## src/cfp_div_step.sv

```systemverilog
// One restoring-division step: one quotient bit per pipeline stage.
`timescale 1ns / 1ps
module cfp_div_step #(
  parameter int NW = 60,
  parameter int DW = 35
) (
  input  logic          clk,
  input  logic          en,
  input  logic [DW-1:0] dvs_i,
  input  logic [DW-1:0] rem_i,
  input  logic [NW-1:0] quo_i,
  output logic [DW-1:0] rem_r,
  output logic [NW-1:0] quo_r
);

  logic [DW:0] trial;
  logic [DW:0] diff;
  logic        ge;

  // shift in next dividend bit and try subtracting the divisor
  assign trial = {rem_i, quo_i[NW-1]};
  assign diff  = trial - {1'b0, dvs_i};
  assign ge    = trial >= {1'b0, dvs_i};

  // dividend bits leave at the top, quotient bits enter at the bottom
  always_ff @(posedge clk) begin
    if (en) begin
      rem_r <= ge ? diff[DW-1:0] : trial[DW-1:0];
      quo_r <= {quo_i[NW-2:0], ge};
    end
  end

endmodule

```

## config.mk

```make
export PLATFORM = sky130hd
export DESIGN_NAME = cfp_div_step
export DESIGN_NICKNAME = d
export VERILOG_FILES = /design/src/cfp_div_step.sv
export SDC_FILE = /design/constraint.sdc
export NUM_CORES = 1
export LEC_CHECK = 0
export ABC_AREA = 1
export BUFFER_PORTS_ARGS = -buffer_cell sky130_fd_sc_hd__buf_4
export CAP_MARGIN = 30
export CORE_MARGIN = 5
export CORE_UTILIZATION = 46
export DETAILED_ROUTE_END_ITERATION = 10
export PLACE_DENSITY_LB_ADDON = 0.3
export SLEW_MARGIN = 20
export SYNTH_ARGS = -nofsm -noshare
export SYNTH_HDL_FRONTEND = slang
export SYNTH_SLANG_ARGS = --single-unit
```

## constraint.sdc

```tcl
create_clock -name clk -period 2.03 [get_ports clk]
set_clock_uncertainty 0.15 [all_clocks]
set_input_delay 0.1015 -clock clk [delete_from_list [all_inputs] [get_ports clk]]
set_output_delay 0.1015 -clock clk [all_outputs]
set_load 0.05 [all_outputs]
```

Word-level counts from Yosys, hierarchy flattened
Cells that the tools add are included.
- $lt $le $gt $ge: 1
- add/subtract/negate cells: 1
- multiplexer cells: 1
- operators with widths (operator ; count):
    $ge 36x35->1 ; 1
    $mux 35 ; 1
    $sub 35x35->35 ; 1
- word-level logic and storage cells: 5
- output and inout port bits: 95
- input port bits: 132
- register bits: 95

Logic depth before layout (Yosys ltp)
- depth after elaboration: 2
- gate-level depth with buffers: 16
- mapped depth without buffers: 15

Worst setup path after synthesis
No wires, ideal clock.
- path type: input to register
- start point: input quo_i[59]
- end point: register rem_r[33] (data pin)
- slack: 58 ps
- library setup time: 253 ps
- data arrival time: 1569 ps
- buffers on the path: 1
- cell stages on the path: 12
- required time: 1627 ps
- cell sequence: inv_1 -> ha_1 -> fa_1 -> inv_1 -> nand2_1 -> nand3_1 -> nand2_1 -> nand3_1 -> nand3_1 -> buf_2 -> nand4_1 -> nand2_1
- cells in the longest elaborated chain, start to end: 2
- elaborated cells between the ends (all ways): 3
- classes of those cells: add/sub (1); order compare (1); mux (1)
- ends and longest elaborated chain (what ; RTL line ; text):
    from (decl) ; 11 ; input logic [NW-1:0] quo_i,
    $sub 35x35->35 or $ge 36x35->1 (tied branches) ; 22, 23 ;
    $mux 35 (*) ; 28 ; rem_r <= ge ? diff[DW-1:0] : trial[DW-1:0];
    to (signal assigned) ; 28 ;
    to (decl) ; 12 ; output logic [DW-1:0] rem_r,
Mark *: on every way between the ends. The rest lies on a longest branch, timed or not.
A chain may end at the register's enable or synchronous reset.

Worst setup path after layout
- start point: input dvs_i[23]
- end point: register rem_r[23] (data pin)
- cells in the longest elaborated chain, start to end: 2
- elaborated cells between the ends (all ways): 3
- classes of those cells: add/sub (1); order compare (1); mux (1)
- ends and longest elaborated chain (what ; RTL line ; text):
    from (decl) ; 9 ; input logic [DW-1:0] dvs_i,
    $sub 35x35->35 or $ge 36x35->1 (tied branches) ; 22, 23 ;
    $mux 35 (*) ; 28 ;
Marks and branches as above.

==> results_dict.tcl <==
set metrics [dict create \
    max_cap_violations 0 \
    synth_cells 774 \
    ys_warn_count 0 \
    die-area_um2 15900 \
    die_h_um 126 \
    yosysTopAreaCell "edfxtp_1" \
    outcome "finished, violations left" \
    final_hold_viol_count 1 \
    synth_edf_count 95 \
    cts.clk_slew.worst_paths_ns 0.08 \
    core_area_um2 13200 \
    first_pass_iters 5 \
    gp_congestion 0.896 \
    num_io_pins 227 \
    hold_path.class "input pin to flop" \
    synth_flop_cell "edfxtp_1" \
    worstMarginPinSlew_ns 0.592 \
    fin_area_um2 10300 \
    finalSetupTns_ns 0 \
    initial_utilization_pct 46.9 \
    crit_required_ns 2.00 \
    nets 1375 \
    synthTopCellsByArea "edfxtp_1, nand2_1, inv_1, ha_1, nor2_1" \
    post_dp_cell_area_um2 8930 \
    hold_start "rem_i[3]" \
    ys_ff_latch 95 \
    violations "hold timing" \
    layout_common_cells "buf_4, nand2_1, inv_1" \
    cp_slowest_stage_delay_ns 0.33 \
    grtUsageTotal_pct 27.5 \
    setup_viol 0 \
    syn_area_um2 6180 \
    synth_nets 942 \
    path_class "input pin to flop" \
    grt_pass1_vias 6759 \
    crit_fanout 6 \
    crit_start "dvs_i[23]" \
    fp.dieW_um 126 \
    numCtsBuffers 9 \
    ctsHtreeMaxLevel 3 \
    irDropWorstVdd_uv 427 \
    portBuffers 226 \
    drc_errors 0 \
    wl_per_cell_um 16.5 \
    ys_types 29 \
    cp-start-kind "input pin" \
    routed_via_density 4.95 \
    ys_seq_area_share_pct 46.1 \
    drt_iter0_drc 541 \
    max_freq_ghz 0.508 \
    crit_path_frequent_cell "nand2_1" \
    diodes 0 \
    vias 6864 \
    cts-root-buf "clkbuf_16" \
    hpwl_um 15700 \
    syn_avg_cell_area_um2 7.99 \
    cts_buffer_depth 2 \
    crit_arrival_ns 1.94 \
    hold_ws_ns -0.0191 \
    period_needed_ns 1.97 \
    layout_commonest_cell "buf_4" \
    path_cells "buf_4 -> inv_1 -> ha_1 -> nand2_1 -> inv_1 -> nand2_1 -> nand2_1 -> nand2_1 -> nand2_2 -> a21oi_2 -> nand4_4 -> buf_12 -> buf_4 -> nand3_2 -> nand2_1" \
    rsz0062_at_grt "yes" \
    synth-async-reset-ratio_pct 0 \
    drive_gt1_share_pct 32.4 \
    cts_tree "built" \
    antenna_found_initial 1 \
    grt_max_degree 36 \
    wirelength_um 22800 \
    final_antenna_net_count 0 \
    synth.top_cell.area_share_pct 46.1 \
    report.final.slew_viol_count 0 \
    clock-sinks 95 \
    syn2layout_area_growth_pct 66.3 \
    grt_pass1_wl_um 34600 \
    relSlewSlack_pct 60.5 \
    crit_path_end_kind "flop" \
    rows 42 \
    grt_remaining_overflow 0 \
    period_share_pct 97.0 \
    p_per_area_nw_per_um2 687 \
    p_leak_nw 5.30 \
    crit_slowest_cell "ha_1" \
]
## report_power, final
part	total [W]	internal, W	switching [W]
registers	0.00248	0.00241	0.0000728
clock network	0.00181	0.000972	0.000834
logic	0.00277	0.00110	0.00167
total	0.00706	0.00449	0.00258
## cell usage after synthesis (2+ instances only)
library cell and number:
nand4_1 17, nor3_1 9, o21bai_1 6, edfxtp_1 95
nor2_2 5, clkbuf_1 2, nand3b_1 7, buf_2 5
nand2_1 249, nand3_2 9, xor2_1 17, a21oi_1 29
nor2_1 51, ha_1 35, o21ai_0 31, nand3_1 35
inv_1 157, a21oi_2 2, nand2_2 3
## metal layers
metal	global-route usage [%]	wire, µm
met5	0	20
met4	10.9	827
met3	5.50	1460
met2	50.6	11700
met1	31.0	8890
## repair_timing
item	in CTS	in global routing
gates resized for setup	0	17
endpoints found under the setup margin	0	20
buffers inserted	0	0
hold endpoints to repair	91	0
hold buffers	91	0
## final timing paths
| path | depth (start not counted) | end |
|---|---|---|
| max | 15 | rem_r[23]$_DFFE_PP_ |
| min | 3 | rem_r[4]$_DFFE_PP_ |
## per-stage QoR
step	instances	power [W]	util (%)	setup slack (ns)
6_report	1388	0.00706	78.0	0.0611
5_1_grt	1388	0.00735	78.0	-0.0203
4_1_cts	1386	0.00693	76.9	0.0621
3_5_place_dp	1279	0.00503	67.7	-0.314
3_3_place_gp	1279	0.00499	67.7	-0.305
2_1_floorplan	774	0.00398	-	0.0579
## final cells by class
class	count	area [µm²]
tap	176	220
clock inverter	7	80.1
clock buffer	9	225
timing repair buffer	431	3550
inverter	157	589
fill	891	2900
sequential	95	2850
multi-input combinational	513	2770
## state kept, by name, summed over array words and instances, names as in the netlist
| signal | cells |
|---|---|
| rem_r | 35 |
| quo_r | 60 |
## worst max-delay path: cells and delay by family
kind / cells / cell delay [ns]
AO/OA/AOI/OAI: 1 / 0.19
adder cells (fa/ha/maj): 1 / 0.33
buffers and inverters: 5 / 0.55
AND/OR/NAND/NOR: 8 / 0.76
## logic make-up (layout without fill, tap and decap cells)
| logic type | count (synthesis) | in the layout | share of synthesized area, % |
|---|---|---|---|
| AOI/OAI and AO/OA | 69 | 69 | 5.99 |
| and+or+nand+nor | 390 | 390 | 27.4 |
| xor gates and xnor gates | 18 | 18 | 2.55 |
| adders and majority gates | 36 | 36 | 7.40 |
| buffers and inverters | 166 | 604 | 10.6 |
| DFF | 95 | 95 | 46.1 |
(Power assumes the default switching activity.)
