## src/cfp_sqrt_step.sv

```systemverilog
// One digit-by-digit square root step: one root bit per pipeline stage.
`timescale 1ns / 1ps
module cfp_sqrt_step #(
  parameter int SQ = 33
) (
  input  logic            clk,
  input  logic            en,
  input  logic [2*SQ-1:0] x_i,
  input  logic [SQ+1:0]   rem_i,
  input  logic [SQ-1:0]   root_i,
  output logic [2*SQ-1:0] x_r,
  output logic [SQ+1:0]   rem_r,
  output logic [SQ-1:0]   root_r
);

  localparam int XW = 2 * SQ;
  localparam int TW = SQ + 4;

  logic [TW-1:0] tval;
  logic [TW-1:0] trial;
  logic [TW-1:0] diff;
  logic          ge;

  // bring down two radicand bits, trial subtract 4*root+1
  assign tval  = {rem_i, x_i[XW-1:XW-2]};
  assign trial = TW'({root_i, 2'b01});
  assign diff  = tval - trial;
  assign ge    = tval >= trial;

  always_ff @(posedge clk) begin
    if (en) begin
      x_r    <= {x_i[XW-3:0], 2'b00};
      rem_r  <= ge ? diff[SQ+1:0] : tval[SQ+1:0];
      root_r <= {root_i[SQ-2:0], ge};
    end
  end

endmodule

```

## config.mk

```make
export PLATFORM = sky130hd
export DESIGN_NAME = cfp_sqrt_step
export DESIGN_NICKNAME = d
export VERILOG_FILES = /design/src/cfp_sqrt_step.sv
export SDC_FILE = /design/constraint.sdc
export NUM_CORES = 1
export LEC_CHECK = 0
export BUFFER_PORTS_ARGS = -buffer_cell sky130_fd_sc_hd__buf_4
export CAP_MARGIN = 30
export CORE_UTILIZATION = 45
export CTS_CLUSTER_DIAMETER = 40
export DETAILED_ROUTE_END_ITERATION = 16
export GPL_TIMING_DRIVEN = 0
export PLACE_DENSITY = 0.75
export SYNTH_ARGS = -nofsm -noshare
export SYNTH_HDL_FRONTEND = slang
export SYNTH_SLANG_ARGS = --single-unit
export TNS_END_PERCENT = 50
```

## constraint.sdc

```tcl
create_clock -name clk -period 10.6 [get_ports clk]
set_input_delay 2.65 -clock clk [delete_from_list [all_inputs] [get_ports clk]]
set_output_delay 2.65 -clock clk [all_outputs]
set_load 0.01 [all_outputs]
```

# After elaboration in Yosys (flattened, before gate mapping)
# Cells that the tools add are included.
# word_totals
in_bits,136
reg_bits,132
out_inout_bits,134
wordCells,6
# classes
n_lt_le_gt_ge,1
mux,1
n_addsub,1
# ops
op,count
greater-or-equal comparator 37 x 35 -> 1 bit,1
two-way mux 35 bit,1
subtractor 35 bit,1

# Logic depth before layout (Yosys ltp)
# depth
ltp_word,2
mapped_depth,13
mapped_depth_nobuf,10

# Worst setup path after synthesis
# Ideal clock, no wire load.
# synth_path
path_kind,input to register
startpoint,input root_i[4]
endpoint,register rem_r[10] (data pin)
setup_ns,0.260
t_required_ns,10.340
setup_slack_ns,5.367
path_stages,12
path_buffers,2
arrival_time_ns,4.972
cell_sequence,inv_1 -> ha_1 -> o21a_1 -> o211ai_2 -> a311oi_1 -> nor4_2 -> a2111oi_2 -> o21a_2 -> o211a_1 -> buf_6 -> buf_12 -> mux2_4
# synth_between
elab_chain_cells,2
word_cells_on_any_way,3
classes_between,add/sub (1); order compare (1); mux (1)
# synth_rtl
element,line,source
"start, declared",10,"input logic [SQ-1:0] root_i,"
subtractor 35 bit or greater-or-equal comparator 37 x 35 -> 1 bit (tied branches),"27, 28",
two-way mux 35 bit (*),33,rem_r <= ge ? diff[SQ+1:0] : tval[SQ+1:0];
"end signal, assigned",33,
"end, declared",12,"output logic [SQ+1:0] rem_r,"
# Every way passes the cells marked *; elsewhere a longest branch is shown, timed or not.
# A chain may end at the register's enable or synchronous reset.

# Worst setup path in the final report
# layout_path
startpoint,input rem_i[24]
endpoint,register rem_r[8] (data pin)
# layout_between
elab_chain_cells,2
# layout_rtl
element,line,source
"start, declared",9,"input logic [SQ+1:0] rem_i,"
greater-or-equal comparator 37 x 35 -> 1 bit,28,assign ge = tval >= trial;
two-way mux 35 bit,33,
# No other way between the ends.

==> results.md <==
* Status: finished, final reports clean
* Post-CTS setup buffer count at 0
* Area grow syn2layout at 43.4%
* Grt met3 use at under 10%
* Setup crit start kind: input pin
* CP Data Required Time at 10760 ps
* Arrival @ worst endpoint at 5510 ps
* Die width at 123 um
* Cts bufs inserted at 17
* GRT Overall Usage at 23.0%
* Placement Setup Slack at 4870 ps
* GRT busiest layer: met2
* Crit share post-route at 50.4%
* Tightest Pin Transition at a little over 700 ps
* P_sw at 410 uW
* Max-slew violation count at 0
* Asr flop ratio synth at 0%
* Number of synthesized flops with an enable pin at 132
* Fmax at 187 MHz
* CP Cell Sequence: buf_4, ha_1, clkbuf_1, and3_1, nand4_1, nor4_1, a21o_1, or2_2, o211a_1, buf_6, buf_12, mux2_4
* IO Pins at 270
* Rows at 43
* Pleak at 0.00432 uW
* Power, Total at about 1600 uW
* Clock Pin Slew Worst Setup and Hold Paths at approximately 60 ps
* Register area share after synthesis at 59.8%
* Period minus WS final at around 5300 ps
* Placed Cells at roughly 940
* Largest net degree at the start of global routing at 91
* Max VDD drop at 0.0000963 V
* Post-CTS resize count at 0
* Crit path largest cell delay at 550 ps
* Nets@finish at approximately 950
* Max FO, Critical Path at 10
* # diodes at 0
* Buffers on Ports at 267
* Placer Congestion at 0.839
* Mapped Cells at 488
* Final hold violation count at 0
* DP Area at just under 9000 um^2
* Register share of total power at between 40% and 50%
* Switch share at 25.1%
* Finished Cell Area at 9500 um^2
* TritonCTS clock tree: built
* Drt wl/cell at 18.4 um
* Die Span Y at 123 um
* Crit path kind: in -> reg
* Initial core utilization at 47.0%
* Hold buffers post-CTS at 0
* Met2 usage at roughly two fifths
* Root Buffer: clkbuf_16
* Final std cells w/o fill at 968
* Detail Placement HPWL at 13700 um
* Drt pass-1 iters at 5
* Ys flop type: edfxtp_1
* Antenna violations before repair at 0
* Internal cell power at 1230 uW
* RSZ-0062 raised after global routing: false
* Worst path bufs/invs at 4
* CTS Sinks at roughly 130
* DIE AREA at about 15000 um^2
* Grt met1 use at 25.8%
* Syn Std Cell Area at ~6600 um^2
* # DRC at 0
* First-pass GRT wire length at ~26000 um
* GRT overflow at 0
* Synth cell types at 57
* Combinational fraction of design power at roughly 22%
* Pwr dens at 172 nW/um^2
* H-tree Lvls at 4
* Clock Path Buffers at 2
* Drt total wl at about 18000 um
* CP delay by family, top: simple AND/OR/NAND/NOR gates
* Final worst-path setup slack at 5260 ps
* Antenna Violating Nets Remaining at 0
* Vias at 4954
* Critical-path top delay cell: nor4_1
* Initial DRC count at 306
* Setup TNS at 0 ps
* Drt via density at 5.12
* Max Cap Violations at 0
* YS warnings at 0
* Syn avg cell area at ~14 um^2
* Vias in the first global route at 4874
* Share of layout cells above drive strength 1 at 43.9%
* Clk pwr share at a little under two fifths
* Final setup viols at 0
* Nature of the critical path endpoint: register
* Core area at between 10000 and 15000 um^2
* Type of the most critical hold path: in -> reg
* Slew HR at 52.2%
* Yosys reg bits at 132
[kinds of logic after synthesis]
| group | count (synthesis) | share of synthesized area, % |
|---|---|---|
| other cells | 1 | 0.0566 |
| simple gates | 87 | 6.40 |
| xor+xnor | 33 | 4.36 |
| flops | 132 | 59.8 |
| mux | 34 | 7.14 |
| fa+ha+maj | 35 | 6.61 |
| compound gates | 107 | 11.3 |
| buf+inv | 59 | 4.32 |
[per-layer routing]
layer,wire length (um),share of wire [%]
met1,6640,37
met2,9070,51
met3,1820,10
met4,305,1.7
met5,0,0
[Yosys cell counts, types with 3 or more instances]
cell	count	area [um^2]
a21o_1	26	195
a21oi_1	30	150
a31o_2	3	26.3
and3_1	4	25.0
buf_12	3	60.1
clkbuf_1	10	37.5
edfxtp_1	132	3960
ha_1	35	438
inv_1	41	154
mux2_2	6	67.6
mux2_4	25	375
mux2i_1	3	30.0
nand2_1	25	93.8
nand3_1	9	45.0
nand4_1	8	50.1
nor2_1	22	82.6
nor2b_1	4	25.0
o21a_1	3	22.5
o21ai_0	12	60.1
o21bai_1	3	22.5
o221ai_1	4	35.0
xnor2_1	19	166
xor2_1	14	123
[worst paths after layout]
| check | from | endpoint | slack [ps] | depth (start not counted) |
|---|---|---|---|---|
| min | x_i[57] | x_r[59] | 2410 | 1 |
| max | rem_i[24] | rem_r[8] | 5260 | 12 |
[registers in the layout, summed over array words and instances, names as in the netlist]
signal,count
root_r,33
x_r,64
rem_r,35
[placed cells by master (no fill, tap or decap), types with 3 or more instances in the layout]
master	count
buf_4	268
edfxtp_1	132
inv_1	41
ha_1	35
a21oi_1	30
a21o_1	26
nand2_1	25
mux2_4	25
nor2_1	22
xnor2_1	19
clkbuf_16	17
xor2_1	14
o21ai_0	12
clkbuf_1	11
nand3_1	9
nand4_1	8
mux2_2	6
nor2b_1	4
o221ai_1	4
and3_1	4
bufinv_16	4
o21a_1	3
o21bai_1	3
a31o_2	3
buf_12	3
mux2i_1	3
clkinv_2	3
[stage by stage]
step,hold WS (ps),util [%]
after floorplan,2750,-
after global placement,2830,62.9
after detailed placement,2830,63.1
after CTS,2390,67.4
after global routing,2390,67.4
final,2410,67.4
[power groups by stage]
| stage | Combinational (uW) | Clock (uW) | Sequential (uW) |
|---|---|---|---|
| after floorplan | 161 | 0 | 697 |
| after global placement | 355 | 0 | 667 |
| after detailed placement | 362 | 0 | 668 |
| after CTS | 365 | 622 | 658 |
| after global routing | 391 | 642 | 662 |
| final | 363 | 616 | 657 |
[final cells by class]
type                       instances  area (um^2)
buffer                            18          133
clock buffer                      18          429
clock inverter                    13          180
fill                            1029         4600
inverter                          41          154
multi-input combinational        298         2380
sequential                       132         3960
tap                              180          225
timing repair buffer             268         2040
Note: power is estimated with default switching activity, not from simulation.
